$ cat src/rtl/ctcg_pkg.sv
`timescale 1ns / 1ps
`default_nettype none

package ctcg_pkg;

  // Configuration register indexes
  localparam int unsigned CFG_IDX_W = 1;
  localparam logic [CFG_IDX_W-1:0] CFG_CLASS_COUNT = 1'b0;
  localparam logic [CFG_IDX_W-1:0] CFG_DICT_SIZE   = 1'b1;

  // Register reset values
  localparam logic [15:0] CLASS_COUNT_RST = 16'd32768;
  localparam logic [14:0] DICT_SIZE_RST   = 15'd32767;

  // Field widths
  localparam int unsigned PROB_W  = 16;
  localparam int unsigned SYM_W   = 15;
  localparam int unsigned SUM_W   = 24;
  localparam int unsigned COUNT_W = 9;
  localparam int unsigned DATA_W  = 32;

  // Previous-class marker for "no row seen yet in this sequence"
  localparam logic [15:0] NO_CLASS = 16'hFFFF;

  // Saturation limits
  localparam logic [SUM_W-1:0]   SUM_MAX   = 24'hFFFFFF;
  localparam logic [COUNT_W-1:0] COUNT_MAX = 9'd511;

  // Result kinds
  localparam logic KIND_SYMBOL = 1'b0;
  localparam logic KIND_MEAN   = 1'b1;

  // Event queue between front and back
  localparam int unsigned QUEUE_DEPTH = 4;
  localparam int unsigned QUEUE_AW    = 2;

  // One row-end event: a symbol to emit, a sequence end, or both
  typedef struct packed {
    logic              emit;
    logic              seq_end;
    logic [SYM_W-1:0]  symbol;
    logic [PROB_W-1:0] score;
  } ctcg_evt_t;

endpackage

`default_nettype wire

$ cat src/rtl/ctc_greedy_decoder_unit.sv
`timescale 1ns / 1ps
`default_nettype none

// CTC greedy decoder. One class probability (unsigned Q0.16) is taken per
// cycle on the slave stream while the event queue is not full, class_count
// values per time step, tlast marking the final time step of a sequence
// (sampled on the row's last value only). Each row's arg-max (first maximum
// wins) is emitted as a symbol word (tuser 0, symbol = class - 1) when it is
// not blank, not a repeat of the previous row and below dict_size. After the
// final row a mean word follows (tuser 1, tlast 1) holding floor(sum/count)
// of the emitted scores, or 0. Row-end events go through a 4-entry queue to
// the back, which loads a symbol event into the output register as it pops
// it; on a sequence end it takes the event, runs the bit-serial divider and
// then loads the mean word, popping nothing further until that is done. The
// front stalls only when that queue is full. Configuration writes are taken
// any cycle and must be made while idle.
module ctc_greedy_decoder_unit
  import ctcg_pkg::*;
#(
  parameter int unsigned MAX_CLASSES = 32768
) (
  input  wire logic                 clk_i,
  input  wire logic                 rst_ni,
  // configuration write channel
  input  wire logic                 cfg_valid_i,
  output logic                      cfg_ready_o,
  input  wire logic [CFG_IDX_W-1:0] cfg_index_i,
  input  wire logic [15:0]          cfg_data_i,
  // probability stream
  input  wire logic                 s_axis_tvalid,
  output logic                      s_axis_tready,
  input  wire logic [15:0]          s_axis_tdata,  // [15:0] prob_value
  input  wire logic                 s_axis_tlast,  // last_step
  // result stream
  output logic                      m_axis_tvalid,
  input  wire logic                 m_axis_tready,
  output logic [DATA_W-1:0]         m_axis_tdata,  // [14:0] symbol, [30:15] score
  output logic                      m_axis_tuser,  // kind
  output logic                      m_axis_tlast   // last
);

  logic        push, full, pop, empty;
  ctcg_evt_t   push_data, head;
  logic [SYM_W-1:0]  out_symbol;
  logic [PROB_W-1:0] out_score;

  ctcg_front #(
    .MAX_CLASSES (MAX_CLASSES)
  ) u_front (
    .clk_i       (clk_i),
    .rst_ni      (rst_ni),
    .cfg_valid_i (cfg_valid_i),
    .cfg_ready_o (cfg_ready_o),
    .cfg_index_i (cfg_index_i),
    .cfg_data_i  (cfg_data_i),
    .s_valid_i   (s_axis_tvalid),
    .s_ready_o   (s_axis_tready),
    .s_prob_i    (s_axis_tdata),
    .s_last_i    (s_axis_tlast),
    .push_o      (push),
    .push_data_o (push_data),
    .full_i      (full)
  );

  ctcg_fifo u_fifo (
    .clk_i       (clk_i),
    .rst_ni      (rst_ni),
    .push_i      (push),
    .push_data_i (push_data),
    .full_o      (full),
    .pop_i       (pop),
    .empty_o     (empty),
    .head_o      (head)
  );

  ctcg_back u_back (
    .clk_i      (clk_i),
    .rst_ni     (rst_ni),
    .empty_i    (empty),
    .head_i     (head),
    .pop_o      (pop),
    .m_valid_o  (m_axis_tvalid),
    .m_ready_i  (m_axis_tready),
    .m_kind_o   (m_axis_tuser),
    .m_symbol_o (out_symbol),
    .m_score_o  (out_score),
    .m_last_o   (m_axis_tlast)
  );

  assign m_axis_tdata = {1'b0, out_score, out_symbol};

endmodule

`default_nettype wire

$ cat src/rtl/ctcg_fifo.sv
`timescale 1ns / 1ps
`default_nettype none

module ctcg_fifo
  import ctcg_pkg::*;
(
  input  wire logic      clk_i,
  input  wire logic      rst_ni,
  input  wire logic      push_i,
  input  wire ctcg_evt_t push_data_i,
  output logic           full_o,
  input  wire logic      pop_i,
  output logic           empty_o,
  output ctcg_evt_t      head_o
);

  ctcg_evt_t                mem_q [QUEUE_DEPTH];
  logic [QUEUE_AW-1:0]      wr_ptr_q, rd_ptr_q;
  logic [QUEUE_AW:0]        count_q;

  assign full_o  = (count_q == (QUEUE_AW + 1)'(QUEUE_DEPTH));
  assign empty_o = (count_q == '0);
  assign head_o  = mem_q[rd_ptr_q];

  // Storage
  always_ff @(posedge clk_i) begin
    if (push_i) begin
      mem_q[wr_ptr_q] <= push_data_i;
    end
  end

  // Pointers and fill level
  always_ff @(posedge clk_i or negedge rst_ni) begin
    if (!rst_ni) begin
      wr_ptr_q <= '0;
      rd_ptr_q <= '0;
      count_q  <= '0;
    end else begin
      if (push_i) wr_ptr_q <= wr_ptr_q + 1'b1;
      if (pop_i)  rd_ptr_q <= rd_ptr_q + 1'b1;
      if (push_i && !pop_i)      count_q <= count_q + 1'b1;
      else if (!push_i && pop_i) count_q <= count_q - 1'b1;
    end
  end

  a_no_overflow: assert property (@(posedge clk_i) disable iff (!rst_ni)
    !(push_i && full_o && !pop_i))
    else $error("event queue overflow");

  a_no_underflow: assert property (@(posedge clk_i) disable iff (!rst_ni)
    !(pop_i && empty_o))
    else $error("event queue underflow");

  a_level_bound: assert property (@(posedge clk_i) disable iff (!rst_ni)
    count_q <= (QUEUE_AW + 1)'(QUEUE_DEPTH))
    else $error("event queue level out of range");

endmodule

`default_nettype wire

$ cat src/rtl/ctcg_front.sv
`timescale 1ns / 1ps
`default_nettype none

module ctcg_front
  import ctcg_pkg::*;
#(
  parameter int unsigned MAX_CLASSES = 32768
) (
  input  wire logic                 clk_i,
  input  wire logic                 rst_ni,
  // configuration
  input  wire logic                 cfg_valid_i,
  output logic                      cfg_ready_o,
  input  wire logic [CFG_IDX_W-1:0] cfg_index_i,
  input  wire logic [15:0]          cfg_data_i,
  // probability stream
  input  wire logic                 s_valid_i,
  output logic                      s_ready_o,
  input  wire logic [PROB_W-1:0]    s_prob_i,
  input  wire logic                 s_last_i,
  // event queue
  output logic                      push_o,
  output ctcg_evt_t                 push_data_o,
  input  wire logic                 full_i
);

  localparam int unsigned CLS_W = $clog2(MAX_CLASSES);

  logic [15:0]       class_count_q;
  logic [SYM_W-1:0]  dict_size_q;
  logic [PROB_W-1:0] best_value_q;
  logic [CLS_W-1:0]  best_class_q;
  logic [CLS_W-1:0]  position_q;
  logic [15:0]       prev_class_q;

  logic              accept;
  logic [CLS_W-1:0]  row_last_pos;
  logic              row_end;
  logic              take_new;
  logic [PROB_W-1:0] best_value_d;
  logic [CLS_W-1:0]  best_class_d;
  logic [16:0]       sym_full;
  logic              emit;

  assign cfg_ready_o = 1'b1;
  assign s_ready_o   = !full_i;
  assign accept      = s_valid_i && s_ready_o;

  // Last class index of a row; zero count acts as one, large counts clip
  always_comb begin
    if (class_count_q == '0) begin
      row_last_pos = '0;
    end else if ({1'b0, class_count_q} >= 17'(MAX_CLASSES)) begin
      row_last_pos = CLS_W'(MAX_CLASSES - 1);
    end else begin
      row_last_pos = CLS_W'(class_count_q - 16'd1);
    end
  end

  // Running arg-max, first maximum wins
  assign row_end      = (position_q == row_last_pos);
  assign take_new     = (position_q == '0) || (s_prob_i > best_value_q);
  assign best_value_d = take_new ? s_prob_i : best_value_q;
  assign best_class_d = take_new ? position_q : best_class_q;

  // Emit decision at row end
  assign sym_full = 17'(best_class_d) - 17'd1;
  assign emit     = (best_class_d != '0) && (16'(best_class_d) != prev_class_q) &&
                    (sym_full < 17'(dict_size_q));

  assign push_o             = accept && row_end && (emit || s_last_i);
  assign push_data_o.emit    = emit;
  assign push_data_o.seq_end = s_last_i;
  assign push_data_o.symbol  = sym_full[SYM_W-1:0];
  assign push_data_o.score   = best_value_d;

  // Configuration registers
  always_ff @(posedge clk_i or negedge rst_ni) begin
    if (!rst_ni) begin
      class_count_q <= CLASS_COUNT_RST;
      dict_size_q   <= DICT_SIZE_RST;
    end else if (cfg_valid_i) begin
      unique case (cfg_index_i)
        CFG_CLASS_COUNT: class_count_q <= cfg_data_i;
        CFG_DICT_SIZE:   dict_size_q   <= cfg_data_i[SYM_W-1:0];
        default: ;
      endcase
    end
  end

  // Row state
  always_ff @(posedge clk_i or negedge rst_ni) begin
    if (!rst_ni) begin
      best_value_q <= '0;
      best_class_q <= '0;
      position_q   <= '0;
      prev_class_q <= NO_CLASS;
    end else if (accept) begin
      best_value_q <= best_value_d;
      best_class_q <= best_class_d;
      if (row_end) begin
        position_q   <= '0;
        prev_class_q <= s_last_i ? NO_CLASS : 16'(best_class_d);
      end else begin
        position_q <= position_q + 1'b1;
      end
    end
  end

  a_pos_in_row: assert property (@(posedge clk_i) disable iff (!rst_ni)
    position_q <= row_last_pos || $past(cfg_valid_i))
    else $error("class position beyond row end");

  a_no_push_when_full: assert property (@(posedge clk_i) disable iff (!rst_ni)
    push_o |-> !full_i)
    else $error("event pushed into full queue");

  a_push_on_row_end: assert property (@(posedge clk_i) disable iff (!rst_ni)
    push_o |-> row_end && accept)
    else $error("event pushed off a row boundary");

endmodule

`default_nettype wire

$ cat src/rtl/ctcg_back.sv
`timescale 1ns / 1ps
`default_nettype none

module ctcg_back
  import ctcg_pkg::*;
(
  input  wire logic        clk_i,
  input  wire logic        rst_ni,
  // event queue
  input  wire logic        empty_i,
  input  wire ctcg_evt_t   head_i,
  output logic             pop_o,
  // result stream
  output logic             m_valid_o,
  input  wire logic        m_ready_i,
  output logic             m_kind_o,
  output logic [SYM_W-1:0] m_symbol_o,
  output logic [PROB_W-1:0] m_score_o,
  output logic             m_last_o
);

  typedef enum logic [1:0] {
    S_IDLE,
    S_DIV,
    S_MEAN
  } state_e;

  localparam int unsigned STEP_W = $clog2(SUM_W);

  state_e              state_q;
  logic [SUM_W-1:0]    sum_q;
  logic [COUNT_W-1:0]  count_q;
  logic [SUM_W-1:0]    quo_q;
  logic [COUNT_W-1:0]  div_q;
  logic [COUNT_W-1:0]  rem_q;
  logic [STEP_W-1:0]   step_q;
  logic                out_valid_q;
  logic                out_kind_q;
  logic [SYM_W-1:0]    out_symbol_q;
  logic [PROB_W-1:0]   out_score_q;
  logic                out_last_q;

  logic                out_free;
  logic                out_load;
  logic [SUM_W:0]      sum_add;
  logic [SUM_W-1:0]    sum_d;
  logic [COUNT_W-1:0]  count_d;
  logic [COUNT_W:0]    trial;
  logic                trial_ge;
  logic [PROB_W-1:0]   mean;

  assign out_free = !out_valid_q || m_ready_i;
  assign pop_o    = (state_q == S_IDLE) && !empty_i && (out_free || !head_i.emit);

  // Output register gets a new word: symbol on pop, or the finished mean
  assign out_load = (pop_o && head_i.emit) || ((state_q == S_MEAN) && out_free);

  // Saturating accumulate for an emitted symbol
  assign sum_add = {1'b0, sum_q} + (SUM_W + 1)'(head_i.score);
  always_comb begin
    sum_d   = sum_q;
    count_d = count_q;
    if (head_i.emit) begin
      sum_d   = sum_add[SUM_W] ? SUM_MAX : sum_add[SUM_W-1:0];
      count_d = (count_q == COUNT_MAX) ? COUNT_MAX : count_q + 1'b1;
    end
  end

  // Restoring division step, one quotient bit per cycle
  assign trial    = {rem_q, quo_q[SUM_W-1]};
  assign trial_ge = (trial >= {1'b0, div_q});

  // Mean with empty sequence giving zero, clipped to 16 bits
  always_comb begin
    if (div_q == '0) begin
      mean = '0;
    end else if (quo_q[SUM_W-1:PROB_W] != '0) begin
      mean = '1;
    end else begin
      mean = quo_q[PROB_W-1:0];
    end
  end

  // Sequencer, accumulators and output word
  always_ff @(posedge clk_i or negedge rst_ni) begin
    if (!rst_ni) begin
      state_q      <= S_IDLE;
      sum_q        <= '0;
      count_q      <= '0;
      quo_q        <= '0;
      div_q        <= '0;
      rem_q        <= '0;
      step_q       <= '0;
      out_valid_q  <= 1'b0;
      out_kind_q   <= KIND_SYMBOL;
      out_symbol_q <= '0;
      out_score_q  <= '0;
      out_last_q   <= 1'b0;
    end else begin
      if (out_load) begin
        out_valid_q <= 1'b1;
      end else if (m_ready_i) begin
        out_valid_q <= 1'b0;
      end
      unique case (state_q)
        S_IDLE: begin
          if (pop_o) begin
            if (head_i.emit) begin
              out_kind_q   <= KIND_SYMBOL;
              out_symbol_q <= head_i.symbol;
              out_score_q  <= head_i.score;
              out_last_q   <= 1'b0;
            end
            if (head_i.seq_end) begin
              quo_q   <= sum_d;
              div_q   <= count_d;
              rem_q   <= '0;
              step_q  <= '0;
              sum_q   <= '0;
              count_q <= '0;
              state_q <= S_DIV;
            end else begin
              sum_q   <= sum_d;
              count_q <= count_d;
            end
          end
        end
        S_DIV: begin
          rem_q  <= trial_ge ? COUNT_W'(trial - {1'b0, div_q}) : trial[COUNT_W-1:0];
          quo_q  <= {quo_q[SUM_W-2:0], trial_ge};
          step_q <= step_q + 1'b1;
          if (step_q == STEP_W'(SUM_W - 1)) state_q <= S_MEAN;
        end
        S_MEAN: begin
          if (out_free) begin
            out_kind_q   <= KIND_MEAN;
            out_symbol_q <= '0;
            out_score_q  <= mean;
            out_last_q   <= 1'b1;
            state_q      <= S_IDLE;
          end
        end
        default: state_q <= S_IDLE;
      endcase
    end
  end

  assign m_valid_o  = out_valid_q;
  assign m_kind_o   = out_kind_q;
  assign m_symbol_o = out_symbol_q;
  assign m_score_o  = out_score_q;
  assign m_last_o   = out_last_q;

  a_sum_needs_count: assert property (@(posedge clk_i) disable iff (!rst_ni)
    (count_q == '0) |-> (sum_q == '0))
    else $error("confidence sum without emitted symbols");

  a_no_pop_busy: assert property (@(posedge clk_i) disable iff (!rst_ni)
    (state_q != S_IDLE) |-> !pop_o)
    else $error("queue popped while divider busy");

  a_rem_below_div: assert property (@(posedge clk_i) disable iff (!rst_ni)
    (state_q == S_DIV && div_q != '0) |-> (rem_q < div_q))
    else $error("division remainder out of range");

endmodule

`default_nettype wire
$ cat config.mk
export PLATFORM = sky130hd
export DESIGN_NAME = ctc_greedy_decoder_unit
export DESIGN_NICKNAME = d
export VERILOG_FILES = /design/src/rtl/ctcg_pkg.sv /design/src/rtl/ctc_greedy_decoder_unit.sv /design/src/rtl/ctcg_fifo.sv /design/src/rtl/ctcg_front.sv /design/src/rtl/ctcg_back.sv
export SDC_FILE = /design/constraint.sdc
export NUM_CORES = 1
export LEC_CHECK = 0
export ABC_CLOCK_PERIOD_IN_PS = 12850
export BUFFER_PORTS_ARGS = -buffer_cell sky130_fd_sc_hd__clkbuf_2
export CORE_MARGIN = 10
export CORE_UTILIZATION = 50
export CTS_CLUSTER_SIZE = 8
export DETAILED_ROUTE_END_ITERATION = 7
export GPL_ROUTABILITY_DRIVEN = 0
export PLACE_DENSITY = 0.75
export SYNTH_ARGS = -nofsm -noshare
export SYNTH_HDL_FRONTEND = slang
export SYNTH_SLANG_ARGS = --single-unit
$ cat constraint.sdc
create_clock -name clk_i -period 12.85 [get_ports clk_i]
set_input_delay 2.57 -clock clk_i [delete_from_list [all_inputs] [get_ports clk_i]]
set_output_delay 2.57 -clock clk_i [all_outputs]
set_load 0.005 [all_outputs]
==> results of run 1 <==
[worst max-delay path: stages]
cell and delay (ps):
clkbuf_2 100, ha_1 300, nand4_1 150, or2_2 370, a2111oi_2 410, or4_2 270, nand2_4 370, a21oi_2 580
ha_1 320, nand3_1 170, a21oi_1 200, xnor2_1 220, ha_1 320, a21o_1 160, a21o_1 170, a21oi_1 210
o211a_1 200, nand3b_1 80, o221ai_1 240, o311a_1 320, o21ba_1 290, and2_1 760, buf_4 420
[Yosys cell counts (all sizes together) (15+ instances only)]
library cell / instances / area (um2)
a21o: 15 / 113
a21oi: 91 / 459
a31oi: 27 / 169
and3: 24 / 150
buf: 18 / 105
clkbuf: 74 / 278
dfrtp: 183 / 4580
dfstp: 32 / 841
edfxtp: 132 / 3960
ha: 66 / 826
inv: 74 / 278
mux2: 55 / 619
mux2i: 18 / 180
mux4: 32 / 721
nand2: 142 / 541
nand2b: 31 / 194
nand3: 35 / 175
nor2: 126 / 489
nor2b: 16 / 100
nor3: 30 / 155
nor4: 22 / 159
o21ai: 168 / 845
xnor2: 45 / 394
xor2: 41 / 359
[registers in the layout, indices dropped and copies added (netlist names), 16 cells and up]
| register | count |
|---|---|
| u_front.best_value_q | 16 |
| u_fifo.mem_q | 132 |
| u_front.class_count_q | 16 |
| u_back.m_score_o | 16 |
| u_back.quo_q | 24 |
| u_front.prev_class_q | 16 |
| u_back.sum_q | 24 |
[per-stage QoR]
stage	power [mW]	area [um2]	util	hold WS, ps	setup slack (ps)
6_report	4.72	20300	0.567	473	3860
2_1_floorplan	2.96	18200	-	464	4410
4_1_cts	4.72	20300	0.567	482	3840
3_3_place_gp	3.43	18900	0.528	463	3540
5_1_grt	5.03	20300	0.567	507	3340
3_5_place_dp	3.50	18900	0.528	472	3330
[layout make-up]
class                   count  area (um2)  area share
well taps                 461         577      0.0284
multi-input cells        1168        8140       0.401
inverters                  74         278      0.0137
clock inverters             2        36.3     0.00179
repair buffers             88         488      0.0241
flip-flops and latches    347        9390       0.463
clock buffers              80        1380      0.0682
[per-layer routing]
layer,routed length (um),track usage,up-vias
li1,-,-,6205
met5,0,0,-
met2,22100,0.340,493
met1,19400,0.271,6684
met3,3050,0.0355,88
met4,1040,0.0632,0
[path summary, 6_finish.rpt]
check,start,endpoint,slack [ps],depth (start not counted)
min reg2reg,u_back.m_symbol_o[13]$_DFFE_PN0P_,u_back.m_symbol_o[13]$_DFFE_PN0P_,470,2
max,s_axis_tdata[15],u_fifo.mem_q[2][21]$_DFFE_PP_,3860,23
max in group asynchronous,rst_ni,u_front.position_q[13]$_DFFE_PN0P_,9180,2
max reg2reg,u_front.position_q[4]$_DFFE_PN0P_,u_fifo.mem_q[2][21]$_DFFE_PP_,5430,21
min in group asynchronous,rst_ni,u_back.m_score_o[14]$_DFFE_PN0P_,2100,1
min,u_back.m_symbol_o[13]$_DFFE_PN0P_,u_back.m_symbol_o[13]$_DFFE_PN0P_,470,2
[cell families after synthesis]
family | after synthesis | share of synthesized area
AO/OA/AOI/OAI | 408 | 0.136
AND/OR/NAND/NOR | 498 | 0.137
XOR/XNOR | 86 | 0.0414
multiplexers | 105 | 0.0836
flip-flops | 347 | 0.516
adder cells (fa/ha/maj) | 69 | 0.0487
buffers and inverters | 166 | 0.0364
other | 2 | 0.000413
[power by group]
group          switching, mW  leakage, nW  internal (mW)
Clock                  0.465        0.680          0.728
Combinational           1.12         3.93          0.747
Sequential             0.205         3.80           1.46
==> metrics, run 1 <==
status finished, final reports clean; DRC 0; Num CTS Buffers 49; TritonCTS sink count 347; setup bufs post-CTS 0; Seq cells post-synth 347; Starting DRT DRC Count 1121; post-CTS sizing 0; Core Area 35700 um2; vias in the first global route 13400; Die Width 211 um; first-pass GRT wire length 73.5 mm; Final Setup Violations 0; CTS tree built; EDFF count, synth 132; Hold Buf Count CTS 0; nets 1836; fin cells 2220; maxcap violations 0; Post-Syn Nets 1789; All-Layer GR Usage 0.205; synthesized area 18200 um2; Post-Synthesis Mean Instance Area 10.8 um2; Final min period 8990 ps; ANT cells 0; PwrDens 233 nW/um2; Worst EP arrival 9220 ps; Starting Density 0.508; Worst Setup Path Type input port to register; setup TNS 0 ps; number of port buffers 73; Max IR drop VDD 0.120 mV; post-synthesis sequential area ratio 0.516; share of layout cells above drive strength 1 0.163; hold crit path type register to register; Max Clock Freq 111 MHz; initial antenna violation count 0; Vias 13500; synthesis-to-finish area growth 11.6%; Synth warnings 0; ys flop type dfrtp_1; Slew Viols, Final 0; die height 211 um; commonest cells after routing, fill and taps aside 182 x dfrtp_1, 165 x o21ai_0, 141 x nand2_1, 132 x edfxtp_1, 124 x nor2_1; Final Hold Viols 0; Site Rows 69; Synth Instances 1681; number of placed cells counting well taps 2138; CP endpoint kind register; Final Cycle Share 0.700; fill count 2967; vias per cell 6.07; leakage power total 8.42 nW; H-tree depth 2; CP required 13080 ps; root buf cell clkbuf_16; Worst Setup Start Kind input port; Top Ports 76; async set-reset flop share out of synthesis 0.620; Bufs on Longest Clock Path 3; Worst-Margin Slew 1140 ps; DP Wirelength 30.9 mm; First-pass DRT Iterations 7; GRT overflow 0; Netlist cell types 82; post-route ant nets 0; Max-slew headroom 0.238; CP max FO 51; clk slew on worst S/H paths 50 ps; die area 44400 um2; wirelength, routed 45.6 mm; RSZ-0062 raised after global routing no; routed length per instance 20.5 um; most common cell after layout, fill and taps aside dfrtp_1; largest net degree at the start of global routing 145; skew final 12.9 ps; Worst-Skew Late Latency 560 ps
Note: power is estimated with default switching activity, not from simulation.
==> run 2, diff against run 1 <==
--- a/config.mk
+++ b/config.mk
@@ -5,7 +5,7 @@
 export SDC_FILE = /design/constraint.sdc
 export NUM_CORES = 1
 export LEC_CHECK = 0
-export ABC_CLOCK_PERIOD_IN_PS = 12850
+export ABC_CLOCK_PERIOD_IN_PS = 9200
 export BUFFER_PORTS_ARGS = -buffer_cell sky130_fd_sc_hd__clkbuf_2
 export CORE_MARGIN = 10
 export CORE_UTILIZATION = 50
==> constraint.sdc (replaced) <==
create_clock -name clk_i -period 9.2 [get_ports clk_i]
set_input_delay 1.84 -clock clk_i [delete_from_list [all_inputs] [get_ports clk_i]]
set_output_delay 1.84 -clock clk_i [all_outputs]
set_load 0.005 [all_outputs]
==> metrics, run 2 (same netlist as run 1, synthesis figures left out) <==
CP endpoint kind register; CP max stage delay 740 ps (-20 ps); root buf cell clkbuf_16; Most flops, register u_fifo.mem_q; post-CTS sizing 0 (unchanged); status finished, final reports clean; RSZ-0062 raised after global routing no; fill count 2946 (-0.71%); All-Layer GR Usage 0.203 (-0.00242); Worst EP arrival 8340 ps (-880 ps); TritonCTS sink count 347 (unchanged); Worst Setup Start Kind input port; Storage cell area 9390 um2 (unchanged); Final Cycle Share 0.855; Flop pwr share 0.356 (+0.004); top flop regs u_fifo.mem_q x132, u_back.quo_q x24, u_back.sum_q x24; Worst-Margin Slew 1050 ps (-89.1 ps); Starting DRT DRC Count 1244 (+11%); Num CTS Buffers 49 (unchanged); skew final 20.4 ps (+7.44 ps); Worst-Skew Late Latency 560 ps (about the same); most frequent CP cell ha_1; cell family with most CP delay compound AO/OA/AOI/OAI gates; Max IR drop VDD 0.145 mV (+21%); CP required 9680 ps (-3400 ps); GRT overflow 0 (unchanged); number of port buffers 73 (unchanged); CP max FO 36 (-29%); hold crit path type register to register; clk slew on worst S/H paths 50 ps (about the same); Hold Buf Count CTS 0 (unchanged); setup bufs post-CTS 0 (unchanged); Vias 13500 (-0.015%); CTS tree built; Worst Setup Path Type input port to register; post-route ant nets 0 (unchanged); vias per cell 6.04 (-0.46%); Top Ports 76 (unchanged); slowest stage cell, crit path or4_2; final worst slack 1340 ps (-2520 ps); wirelength, routed 45.3 mm (-0.67%); H-tree depth 2 (unchanged); switch share 0.379 (about the same); combinational power share 0.395 (about the same); reg2reg setup slack 2260 ps (-3170 ps); Starting Density 0.508 (unchanged); Max-slew headroom 0.298 (+0.0594); commonest cells after routing, fill and taps aside 182 x dfrtp_1, 165 x o21ai_0, 141 x nand2_1, 132 x edfxtp_1, 124 x nor2_1; first-pass GRT wire length 72.6 mm (-1.2%); die area 44400 um2 (unchanged); Pint 4.07 mW (+39%); Final Setup Violations 0 (unchanged); die height 211 um (unchanged); Max Clock Freq 127 MHz; most common cell after layout, fill and taps aside dfrtp_1; initial antenna violation count 1 (+1); vias in the first global route 13300 (-0.46%); Critical Path Stages 28 (+22%); multi-input logic area 8140 um2 (unchanged); Slew Viols, Final 0 (unchanged); Hold Path Depth 2 (unchanged); synthesis-to-finish area growth 11.7%; Bufs on Longest Clock Path 3 (unchanged); Die Width 211 um (unchanged); Site Rows 69 (unchanged); Clock power frac 0.250 (-0.003); nets 1843 (+0.38%); leakage power total 8.44 nW (+0.23%); maxcap violations 0 (unchanged); setup TNS 0 ps (unchanged); Switch Pwr 2.48 mW (+39%); First-pass DRT Iterations 5 (-2); Core Area 35700 um2 (unchanged); Post-Place Worst Slack 927 ps (-2400 ps); DRC 0 (unchanged); reg2reg path depth 25 (+19%); Final Hold Viols 0 (unchanged); Final Util 0.568 (+0.000665); largest net degree at the start of global routing 84 (-42%); Final min period 7860 ps; routed length per instance 20.3 um (-1.1%); max reg flops 132 (unchanged); DP Wirelength 30.9 mm (-0.11%); PwrDens 323 nW/um2 (+39%); WP buf/inv 2 (unchanged); share of layout cells above drive strength 1 0.166 (+0.00256)
==> run 2: cell types whose count changed in the layout (fill, tap and decap cells not counted), sizes merged <==
cell,previous run,this run
buf,16,23
diode,0,1
clkinv,1,3
==> run 2: final timing paths <==
path,start,to
max in group asynchronous,rst_ni,u_front.class_count_q[9]$_DFFE_PN0P_
worst max-delay path,s_axis_tdata[1],u_fifo.count_q[2]$_DFFE_PN0P_
worst max register to register,u_front.position_q[4]$_DFFE_PN0P_,u_fifo.count_q[2]$_DFFE_PN0P_
worst min-delay path,u_back.m_score_o[2]$_DFFE_PN0P_,u_back.m_score_o[2]$_DFFE_PN0P_
worst min register to register,u_back.m_score_o[2]$_DFFE_PN0P_,u_back.m_score_o[2]$_DFFE_PN0P_
min in group asynchronous,rst_ni,u_back.m_score_o[14]$_DFFE_PN0P_
==> run 2: cell type report <==
cell class,instances,area share
flip-flops and latches,347,0.462
multi-input cells,1168,0.401
clock buffers,80,0.0661
well taps,461,0.0284
repair buffers,95,0.0266
inverters,74,0.0137
clock inverters,4,0.00228
diodes,1,0.000123
==> run 2: stage by stage <==
step	hold WS [ps]	cells	area (um2)	total power [mW]
after global routing	510	2230	20300	6.99
after CTS	481	2229	20300	6.56
after floorplan	464	1681	18200	4.14
final	470	2230	20300	6.55
after detailed placement	471	2145	18900	4.89
after global placement	463	2145	18900	4.79
==> run 2: metal layers <==
| metal | part of all wire | global-route usage |
|---|---|---|
| met1 | 0.42 | 0.262 |
| met5 | 0 | 0 |
| met2 | 0.49 | 0.337 |
| met3 | 0.072 | 0.0420 |
| met4 | 0.024 | 0.0622 |
==> run 2: power by group through the flow <==
stage | Sequential, mW | Clock, mW | Combinational (mW)
6_report | 2.33 | 1.64 | 2.59
3_5_place_dp | 2.34 | 0 | 2.56
2_1_floorplan | 2.24 | 0 | 1.90
3_3_place_gp | 2.32 | 0 | 2.47
4_1_cts | 2.32 | 1.66 | 2.57
5_1_grt | 2.37 | 1.74 | 2.89
==> run 2: worst reg2reg max path, stage by stage (launching register included) <==
cell and delay (ps):
dfrtp_1 580, or4_4 610, or4_4 470, o21ai_2 160
or4_2 180, nand2_4 280, a21oi_2 530, ha_1 320
nand3_1 180, a21oi_1 200, xnor2_1 240, ha_1 330
a21o_1 160, a21o_1 170, a21oi_1 190, o211a_1 200
nand3b_1 80, o221ai_1 260, o311a_1 310, o21ba_1 290
ha_1 250, inv_1 70, fa_1 370, xor2_1 170
nor2_1 120, xor2_1 150
==> run 3, diff against run 2 <==
--- a/config.mk
+++ b/config.mk
@@ -7,12 +7,12 @@
 export LEC_CHECK = 0
 export ABC_CLOCK_PERIOD_IN_PS = 9200
 export BUFFER_PORTS_ARGS = -buffer_cell sky130_fd_sc_hd__clkbuf_2
+export CORE_ASPECT_RATIO = 1.2
 export CORE_MARGIN = 10
-export CORE_UTILIZATION = 50
+export CORE_UTILIZATION = 40
 export CTS_CLUSTER_SIZE = 8
 export DETAILED_ROUTE_END_ITERATION = 7
-export GPL_ROUTABILITY_DRIVEN = 0
-export PLACE_DENSITY = 0.75
+export PLACE_DENSITY = 0.64
 export SYNTH_ARGS = -nofsm -noshare
 export SYNTH_HDL_FRONTEND = slang
 export SYNTH_SLANG_ARGS = --single-unit
==> metrics, run 3 (same netlist as run 1, synthesis figures left out) <==
CP max stage delay 760 ps (+20 ps); H-tree depth 2 (unchanged); Final min period 7700 ps (-160 ps); leakage power total 8.46 nW (+0.25%); Final Util 0.457 (-0.111); initial antenna violation count 1 (unchanged); synthesis-to-finish area growth 12.9%; Hold Path Depth 2 (unchanged); Post-Place Worst Slack 978 ps (+51.3 ps); Worst-Skew Late Latency 580 ps (+20 ps); first-pass GRT wire length 73.3 mm (+0.98%); GRT overflow 0 (unchanged); Critical Path Stages 28 (unchanged); CTS tree built; Die Width 215 um (+1.9%); ANT cells 0 (-1); hold crit path type register to register; Clock power frac 0.254 (+0.004); Post-Layout Inst Area 20500 um2 (+1.1%); cell family with most CP delay compound AO/OA/AOI/OAI gates; number of port buffers 73 (unchanged); skew final 17.2 ps (-3.16 ps); PwrDens 320 nW/um2 (-0.90%); Flop pwr share 0.358 (+0.002); Max Clock Freq 130 MHz (+2.1%); CP endpoint kind register; die height 253 um (+20%); WP buf/inv 2 (unchanged); Final Cycle Share 0.837 (-0.0174); RSZ-0062 raised after global routing no; most frequent CP cell ha_1; Max-slew headroom 0.347 (+0.0496); Worst EP arrival 8200 ps (-140 ps); final worst slack 1500 ps (+160 ps); Final Hold Viols 0 (unchanged); All-Layer GR Usage 0.167 (-0.0358); Pint 4.10 mW (+0.69%); Slew Viols, Final 0 (unchanged); vias in the first global route 13300 (-0.23%); First-pass DRT Iterations 5 (unchanged); share of layout cells above drive strength 1 0.167 (+0.00141); Vias 13100 (-2.4%); post-CTS sizing 0 (unchanged); vias per cell 5.52 (-8.5%); Bufs on Longest Clock Path 3 (unchanged); switch share 0.376 (-0.00336); routed length per instance 19.3 um (-4.7%); post-route ant nets 0 (unchanged); Max IR drop VDD 0.161 mV (+11%); Worst-Margin Slew 979 ps (-74.3 ps); clk slew on worst S/H paths 50 ps (about the same); setup TNS 0 ps (unchanged); Core Area 44900 um2 (+26%); commonest cells after routing, fill and taps aside 182 x dfrtp_1, 165 x o21ai_0, 141 x nand2_1, 132 x edfxtp_1, 124 x nor2_1; CP required 9690 ps (about the same); Hold Buf Count CTS 0 (unchanged); setup bufs post-CTS 0 (unchanged); slowest stage cell, crit path or4_2; DP Wirelength 32.1 mm (+4.2%); Worst Setup Path Type input port to register; most common cell after layout, fill and taps aside dfrtp_1; Num CTS Buffers 49 (unchanged); max reg flops 132 (unchanged); Pwr Total 6.56 mW (+0.15%); status finished, final reports clean; Starting DRT DRC Count 713 (-43%); Top Ports 76 (unchanged); Switch Pwr 2.47 mW (-0.74%); CP max FO 34 (-5.6%); Worst Setup Start Kind input port; combinational power share 0.388 (-0.007); Most flops, register u_fifo.mem_q; root buf cell clkbuf_16; Starting Density 0.405 (-0.104); Site Rows 85 (+23%); nets 1847 (+0.22%); die area 54400 um2 (+23%); reg2reg setup slack 2390 ps (+130 ps); wirelength, routed 46.0 mm (+1.7%); largest net degree at the start of global routing 96 (+14%); maxcap violations 0 (unchanged); routability congestion estimate 0.933; top flop regs u_fifo.mem_q x132, u_back.quo_q x24, u_back.sum_q x24; Final Setup Violations 0 (unchanged); TritonCTS sink count 347 (unchanged); reg2reg path depth 25 (unchanged); DRC 0 (unchanged); Post-DP Area 19100 um2 (+1.1%)
run 3: cell types whose count changed in the layout (fill, tap and decap cells not counted):
cell	delta
buf_4	+4
clkinv_8	-2
diode_2	-1
bufinv_16	+1
clkinv_2	-1
inv_6	+1
run 3: final cells by class:
class,instances,area (um2)
clock buffers,80,1340
clock inverters,3,47.5
fillers,4224,24400
inverters,74,278
multi-input cells,1168,8140
flip-flops and latches,347,9390
well taps,609,762
repair buffers,99,571
run 3: path summary, 6_finish.rpt:
kind,from,end
setup / recovery,s_axis_tdata[7],u_fifo.count_q[2]$_DFFE_PN0P_
max in group asynchronous,rst_ni,u_back.rem_q[2]$_DFFE_PN0P_
hold reg to reg,u_back.m_score_o[5]$_DFFE_PN0P_,u_back.m_score_o[5]$_DFFE_PN0P_
hold / removal,u_back.m_score_o[5]$_DFFE_PN0P_,u_back.m_score_o[5]$_DFFE_PN0P_
min in group asynchronous,rst_ni,u_front.class_count_q[11]$_DFFE_PN0P_
setup reg to reg,u_front.position_q[4]$_DFFE_PN0P_,u_fifo.count_q[2]$_DFFE_PN0P_
run 3: metal layers:
metal / GRT usage / wire length, um
met5: 0 / 13
met4: 0.0653 / 1450
met3: 0.0262 / 1940
met2: 0.304 / 23600
met1: 0.194 / 19000
run 3: tightest hold or removal path, delay by kind of cell (launching register included):
kind             cells  cell delay (ps)
flip-flops           1              340
AO/OA/AOI/OAI        1               60
AND/OR/NAND/NOR      1               40
run 3: power groups by stage:
stage | clock network (mW) | logic (mW) | registers [mW]
2_1_floorplan | 0 | 1.90 | 2.24
3_3_place_gp | 0 | 2.49 | 2.36
3_5_place_dp | 0 | 2.55 | 2.37
4_1_cts | 1.71 | 2.56 | 2.35
5_1_grt | 1.77 | 2.87 | 2.39
6_report | 1.67 | 2.55 | 2.35
run 3: through the flow:
step           hold slack, ps  instances
2_1_floorplan             464       1681
3_3_place_gp              467       2297
3_5_place_dp              473       2297
4_1_cts                   485       2380
5_1_grt                   509       2380
6_report                  477       2380
